`src/tmcw_pkg.sv`:
```
// Shared types, constants and helpers for the text-mode console writer.
// No dependencies; the files that use it refer to it by scoped names.
package tmcw_pkg;

    // Screen geometry
    localparam int COLUMNS = 80;
    localparam int ROWS    = 25;
    localparam int CELLS   = ROWS * COLUMNS;
    // Cells that move during a scroll (all rows but the last)
    localparam int MOVE_CELLS = CELLS - COLUMNS;

    // Field widths
    localparam int ROW_W  = 5;
    localparam int COL_W  = 7;
    localparam int CHAR_W = 8;
    localparam int CELL_W = 2 * CHAR_W;
    localparam int ADDR_W = $clog2(CELLS);
    localparam int CNT_W  = $clog2(CELLS + 1);

    // Character and attribute codes
    localparam logic [CHAR_W-1:0] NEWLINE_CODE   = 8'd10;
    localparam logic [CHAR_W-1:0] SPACE_CODE     = 8'd32;
    localparam logic [CHAR_W-1:0] COLOR_AT_RESET = 8'd3;

    // Operation codes
    typedef enum logic [1:0] {
        OP_PUT   = 2'd0,
        OP_CLEAR = 2'd1,
        OP_READ  = 2'd2
    } t_op;

    // Controller to datapath
    typedef struct packed {
        logic accept;   // take the transaction at the ports
        logic fill;     // write one blank cell of the fill sweep
        logic scroll;   // one step of the scroll sweep
        logic resp;     // load the result register
    } t_dp_cmd;

    // Datapath to controller
    typedef struct packed {
        logic clear_req;    // the offered transaction clears the screen
        logic scroll_req;   // the offered transaction scrolls the screen
        logic fill_last;    // fill sweep at its last cell
        logic scroll_last;  // scroll sweep at its last write
    } t_dp_stat;

    // Linear cell address of a row and column
    function automatic logic [ADDR_W-1:0] cell_addr(input logic [ROW_W-1:0] row,
                                                    input logic [COL_W-1:0] col);
        logic [ADDR_W-1:0] base;
        base = ADDR_W'(ADDR_W'(row) * ADDR_W'(COLUMNS));
        return ADDR_W'(base + ADDR_W'(col));
    endfunction

endpackage

```
`src/tmcw_ctrl.sv`:
```
// Controller state machine of the console writer: sequences accept, sweeps and result.
// Depends on tmcw_pkg.
module tmcw_ctrl (
    input  logic               i_clk,
    input  logic               i_rst_n,
    input  logic               i_start,
    input  tmcw_pkg::t_dp_stat i_stat,
    output tmcw_pkg::t_dp_cmd  o_cmd,
    output logic               o_busy
);

    typedef enum logic [4:0] {
        S_INIT   = 5'b00001,
        S_IDLE   = 5'b00010,
        S_FILL   = 5'b00100,
        S_SCROLL = 5'b01000,
        S_RESP   = 5'b10000
    } t_state;

    t_state r_state, n_state;

    // Next state
    always_comb begin
        n_state = r_state;
        unique case (r_state)
            S_INIT: begin
                if (i_stat.fill_last) n_state = S_IDLE;
            end
            S_IDLE: begin
                if (i_start) begin
                    if (i_stat.clear_req)       n_state = S_FILL;
                    else if (i_stat.scroll_req) n_state = S_SCROLL;
                    else                        n_state = S_RESP;
                end
            end
            S_FILL: begin
                if (i_stat.fill_last) n_state = S_RESP;
            end
            S_SCROLL: begin
                if (i_stat.scroll_last) n_state = S_RESP;
            end
            S_RESP: begin
                n_state = S_IDLE;
            end
            default: n_state = S_INIT;
        endcase
    end

    always_ff @(posedge i_clk) begin
        if (!i_rst_n) begin
            r_state <= S_INIT;
        end else begin
            r_state <= n_state;
        end
    end

    // Commands to the datapath
    always_comb begin
        o_cmd.accept = (r_state == S_IDLE) && i_start;
        o_cmd.fill   = (r_state == S_INIT) || (r_state == S_FILL);
        o_cmd.scroll = (r_state == S_SCROLL);
        o_cmd.resp   = (r_state == S_RESP);
    end

    assign o_busy = (r_state != S_IDLE);

endmodule

```
`config.mk`:
```
export PLATFORM = sky130hd
export DESIGN_NAME = tmcw_ctrl
export DESIGN_NICKNAME = d
export VERILOG_FILES = /design/src/tmcw_pkg.sv /design/src/tmcw_ctrl.sv
export SDC_FILE = /design/constraint.sdc
export NUM_CORES = 1
export LEC_CHECK = 0
export BUFFER_PORTS_ARGS = -buffer_cell sky130_fd_sc_hd__clkbuf_2
export CAP_MARGIN = 20
export CORE_AREA = 2 2 39 41
export DETAILED_ROUTE_END_ITERATION = 8
export DIE_AREA = 0 0 41 43
export PLACE_DENSITY = 0.58
export SETUP_SLACK_MARGIN = 0.4
export SLEW_MARGIN = 25
export SYNTH_ARGS = -nofsm -noshare
export SYNTH_HDL_FRONTEND = slang
export SYNTH_SLANG_ARGS = --single-unit
```
`constraint.sdc`:
```
create_clock -name i_clk -period 2.5 [get_ports i_clk]
set_input_delay 0.125 -clock i_clk [delete_from_list [all_inputs] [get_ports i_clk]]
set_output_delay 0.125 -clock i_clk [all_outputs]
set_load 0.05 [all_outputs]
```
### Word level (Yosys, flattened, before mapping)

Index checks and enable logic that the tools add are counted.

| cells by class | value |
|---|---|
| add/subtract/negate cells | 0 |
| reduce and logical (&&, ||, !) cells | 3 |
| shift-type cells | 0 |
| multipliers | 0 |
| div/mod/pow operators | 0 |
| $lt $le $gt $ge | 0 |
| bitwise gates (word level) | 0 |
| mux-type cells | 7 |
| equality and inequality tests | 10 |

Operators by type and width:

| kind | number |
|---|---|
| $mux 5 | 6 |
| $pmux 5 s5 | 1 |
| $ne 2x2->1 const B | 4 |
| $eq 5x1->1 const B | 1 |
| $eq 5x2->1 const B | 1 |
| $eq 5x3->1 const B | 1 |
| $eq 5x4->1 const B | 1 |
| $eq 5x5->1 const B | 1 |
| $ne 5x2->1 const B | 1 |
| $reduce_and 4->1 | 1 |
| $logic_and 1x1->1 | 1 |
| $logic_or 1x1->1 | 1 |

| word-level totals | value |
|---|---|
| register bits | 5 |
| output and inout port bits | 5 |
| RAM bits | 0 |
| bits in latches | 0 |
| bits in read-only memories | 0 |
| memories kept | 0 |
| word-level logic and storage cells | 21 |

### Depth between registers and ports, before layout

| logic depth | value |
|---|---|
| depth after elaboration | 4 |
| depth in mapped cells | 4 |
| depth with buffers taken out | 3 |

### Least setup slack after synthesis

No wires, ideal clock.

| path | value |
|---|---|
| path kind | reg-to-reg |
| start | register r_state[1] |
| end | register r_state[0] |
| library setup time | 0.198 ns |
| slack | 0.029 ns |
| period minus slack after synthesis | 2.471 ns |
| stages on the path, launching flop included | 5 |
| data arrival time | 2.273 ns |
| cell sequence | dfxtp_1 -> buf_2 -> nand2b_1 -> nor4_1 -> o41ai_1 |

RTL lines:

| what | RTL line | RTL |
|---|---|---|
| start, declared | tmcw_ctrl.sv:20 | `t_state r_state, n_state;` |
| start signal, assigned | tmcw_ctrl.sv:53 | `r_state <= n_state;` |

### Worst setup path after layout

| path | value |
|---|---|
| start | register r_state[1] |
| end | output o_busy |

| on the way | value |
|---|---|
| longest elaborated chain between the ends | 1 |

Ends and longest elaborated chain:

| what | RTL line | RTL |
|---|---|---|
| $ne 5x2->1 | tmcw_ctrl.sv:65 | `assign o_busy = (r_state != S_IDLE);` |
| end, declared | tmcw_ctrl.sv:9 | `output logic o_busy` |

No other way between the ends.

==> results.json <==
{
  "drt_iter0_markers": 6,
  "hold_viol_final": 0,
  "rsz0062_at_grt": "no",
  "p_total_mw": 0.2203,
  "critical-path-max-stage-delay_ps": 460,
  "die_w_microns": 41,
  "ant_nets": 0,
  "cts.path.max_buffers": 2,
  "status": "complete, no violations",
  "timing.critical_path.buf_inv": 2,
  "netlist_top_cells_area": "dfxtp_1 29%, or3b_2 7.5%, a32o_1 5.7%, xnor2_1 5.0%, nor3_1 4.3%",
  "pwr-share-seq": 0.401,
  "period_needed_ps": 1727,
  "ys_ff_latch": 5,
  "setup_ws_ps": 772.8,
  "nets": 61,
  "dr.pass1.iters": 4,
  "dr_total_vias": 365,
  "max_freq_mhz": 579.0,
  "synth_nets": 48,
  "finalNonFillerCells": 69,
  "gp_congestion": 0.7247,
  "grt-ovfl-total": 0,
  "startpoint_type": "register",
  "coreArea_sq_um": 1384,
  "io_pins": 12,
  "fill_cells": 150,
  "rows": 14,
  "met2_usage": 0.1594,
  "synth_top_area_cell": "dfxtp_1",
  "p_comb_frac": 0.176,
  "antenna_cells": 0,
  "cp.arrival_ps": 1600,
  "r2r-start": "r_state[1]$_SDFFE_PN0P_",
  "critPathKind": "reg2out",
  "maxSlewViolCount": 0,
  "drc": 0,
  "antenna_found_initial": 0,
  "cp_top_family": "simple AND/OR/NAND/NOR gates",
  "startpoint": "r_state[1]$_SDFFE_PN0P_",
  "cp_data_required_time_ps": 2380,
  "clock_sinks": 5,
  "ir_worst_vdd_v": 0.0001830,
  "layout-drive-gt1-share": 0.3774,
  "grt_pass1_vias": 337,
  "netlist_area_sq_um": 350.3,
  "finalCritPeriodShare": 0.6909,
  "wirelength_microns": 809,
  "pwr-share-clk": 0.422,
  "critical_path.cell_chain": "or3b_1, nor3_1, inv_1, clkbuf_2",
  "maxCapViolCount": 0,
  "post_cts_buffers": 0,
  "grt_pass1_wl_microns": 1359,
  "syn_area_per_cell_sq_um": 8.545,
  "worstMarginPinSlew_ps": 348.3,
  "routedWlPerCell_microns": 11.72,
  "critPathMaxFanout": 11,
  "power.switching_mw": 0.06227,
  "vias_per_cell": 5.290,
  "final_common_cell": "clkbuf_2",
  "hold_path_class": "in2reg",
  "synth_top_cell_area_share": 0.2857,
  "grt_usage": 0.1155,
  "met1_usage": 0.1479,
  "cts_resized": 0,
  "regMostFlops": "r_state",
  "final_core_util": 0.3165,
  "worst_path_max_delay_cell": "dfxtp_1",
  "port_buffers": 11,
  "use_met3": 0.04712,
  "yosys_warnings": 0,
  "intPower_mw": 0.1581,
  "synth.yosys.seq_area_share": 0.2857,
  "cts-root-buf": "clkbuf_4",
  "hpwl_microns": 641.2,
  "relSlewSlack": 0.7641,
  "top_regs": "r_state: 5 flops",
  "setup_tns_ps": 0,
  "critPathCaptureType": "output port",
  "leakage_nw": 0.1846,
  "setup_viol": 0,
  "floorplan.initialDensity": 0.2532,
  "cts_htree_levels": 1,
  "switching_share": 0.2826,
  "p_per_area_nw_per_um2": 503.2,
  "dp_worst_setup_slack_ps": 1015,
  "cts_tree": "yes",
  "syn_inst": 41,
  "syn_to_final_growth_pct": 25.00,
  "dp_cells": 65,
  "die_area_sq_um": 1763,
  "synth.distinct_cells": 25,
  "final_cell_mix": "11 x clkbuf_2, 5 x dfxtp_1, 4 x nor2_1",
  "grt_max_degree": 12,
  "largest_reg_flops": 5,
  "cts_buffers": 3,
  "clock_latency_ps": 240,
  "hold_buffers": 0,
  "holdCritStartpoint": "i_rst_n",
  "finClkSkew_ps": 2.002,
  "busiest_layer": "met2",
  "dieHeight_microns": 43,
  "cts.clk_slew.worst_paths_ps": 40
}
[cells by family after synthesis]
kind of cell	Yosys count	synth area share
AO/OA/AOI/OAI	8	0.1929
flip-flops	5	0.2857
XOR/XNOR	2	0.05001
buffers and inverters	5	0.07855
AND/OR/NAND/NOR	21	0.3929
[worst paths after layout]
kind | end | slack (ps) | depth (start not counted)
setup / recovery | o_busy | 770 | 4
hold / removal | r_state[0]$_SDFFE_PN1P_ | 140 | 2
setup reg to reg | r_state[4]$_SDFFE_PN0P_ | 1100 | 3
hold reg to reg | r_state[4]$_SDFFE_PN0P_ | 710 | 2
[cells in the mapped netlist]
library cell and instances:
nand2_1 1, xnor2_1 2, and3b_1 1, or3_1 1, and3_1 1, nor3_2 1
dfxtp_1 5, nor3_1 3, o41ai_1 1, o32a_1 1, o211a_1 1, a21oi_1 2
and4_1 1, nand2b_1 1, buf_6 1, nor2_1 4, clkbuf_1 1, a32o_1 2
buf_2 1, o311ai_1 1, inv_1 2, and3b_2 1, or3b_1 1, or3b_2 3
nor4_1 2
[cell type report]
| cell class | instances | area [sq um] | share of cell area |
|---|---|---|---|
| clock buffers | 4 | 26.28 | 0.06000 |
| inverters | 2 | 7.507 | 0.01714 |
| multi-input cells | 31 | 229.0 | 0.5229 |
| flip-flops and latches | 5 | 100.1 | 0.2286 |
| well taps | 16 | 20.02 | 0.04571 |
| repair buffers | 11 | 55.05 | 0.1257 |
[power by group through the flow]
stage               combinational (mW)  sequential (mW)  clock [mW]
floorplan                       0.0319           0.0847           0
global placement                0.0387           0.0895           0
detailed placement              0.0387           0.0897           0
CTS                             0.0388           0.0881      0.0985
global route                    0.0429           0.0888       0.106
finish                          0.0388           0.0884      0.0931
[per-layer routing]
metal	vias up	wire length [microns]
met3	0	66
met5	-	0
met4	0	0
li1	179	-
met1	170	360
met2	16	381
[through the flow]
stage / hold slack, ps / instance area (sq um)
final: 138.0 / 437.9
after global placement: 375.7 / 411.6
after global routing: 145.6 / 437.9
after CTS: 124.0 / 437.9
after floorplan: 190.9 / 356.6
after detailed placement: 374.1 / 411.6
(Power assumes the default switching activity.)
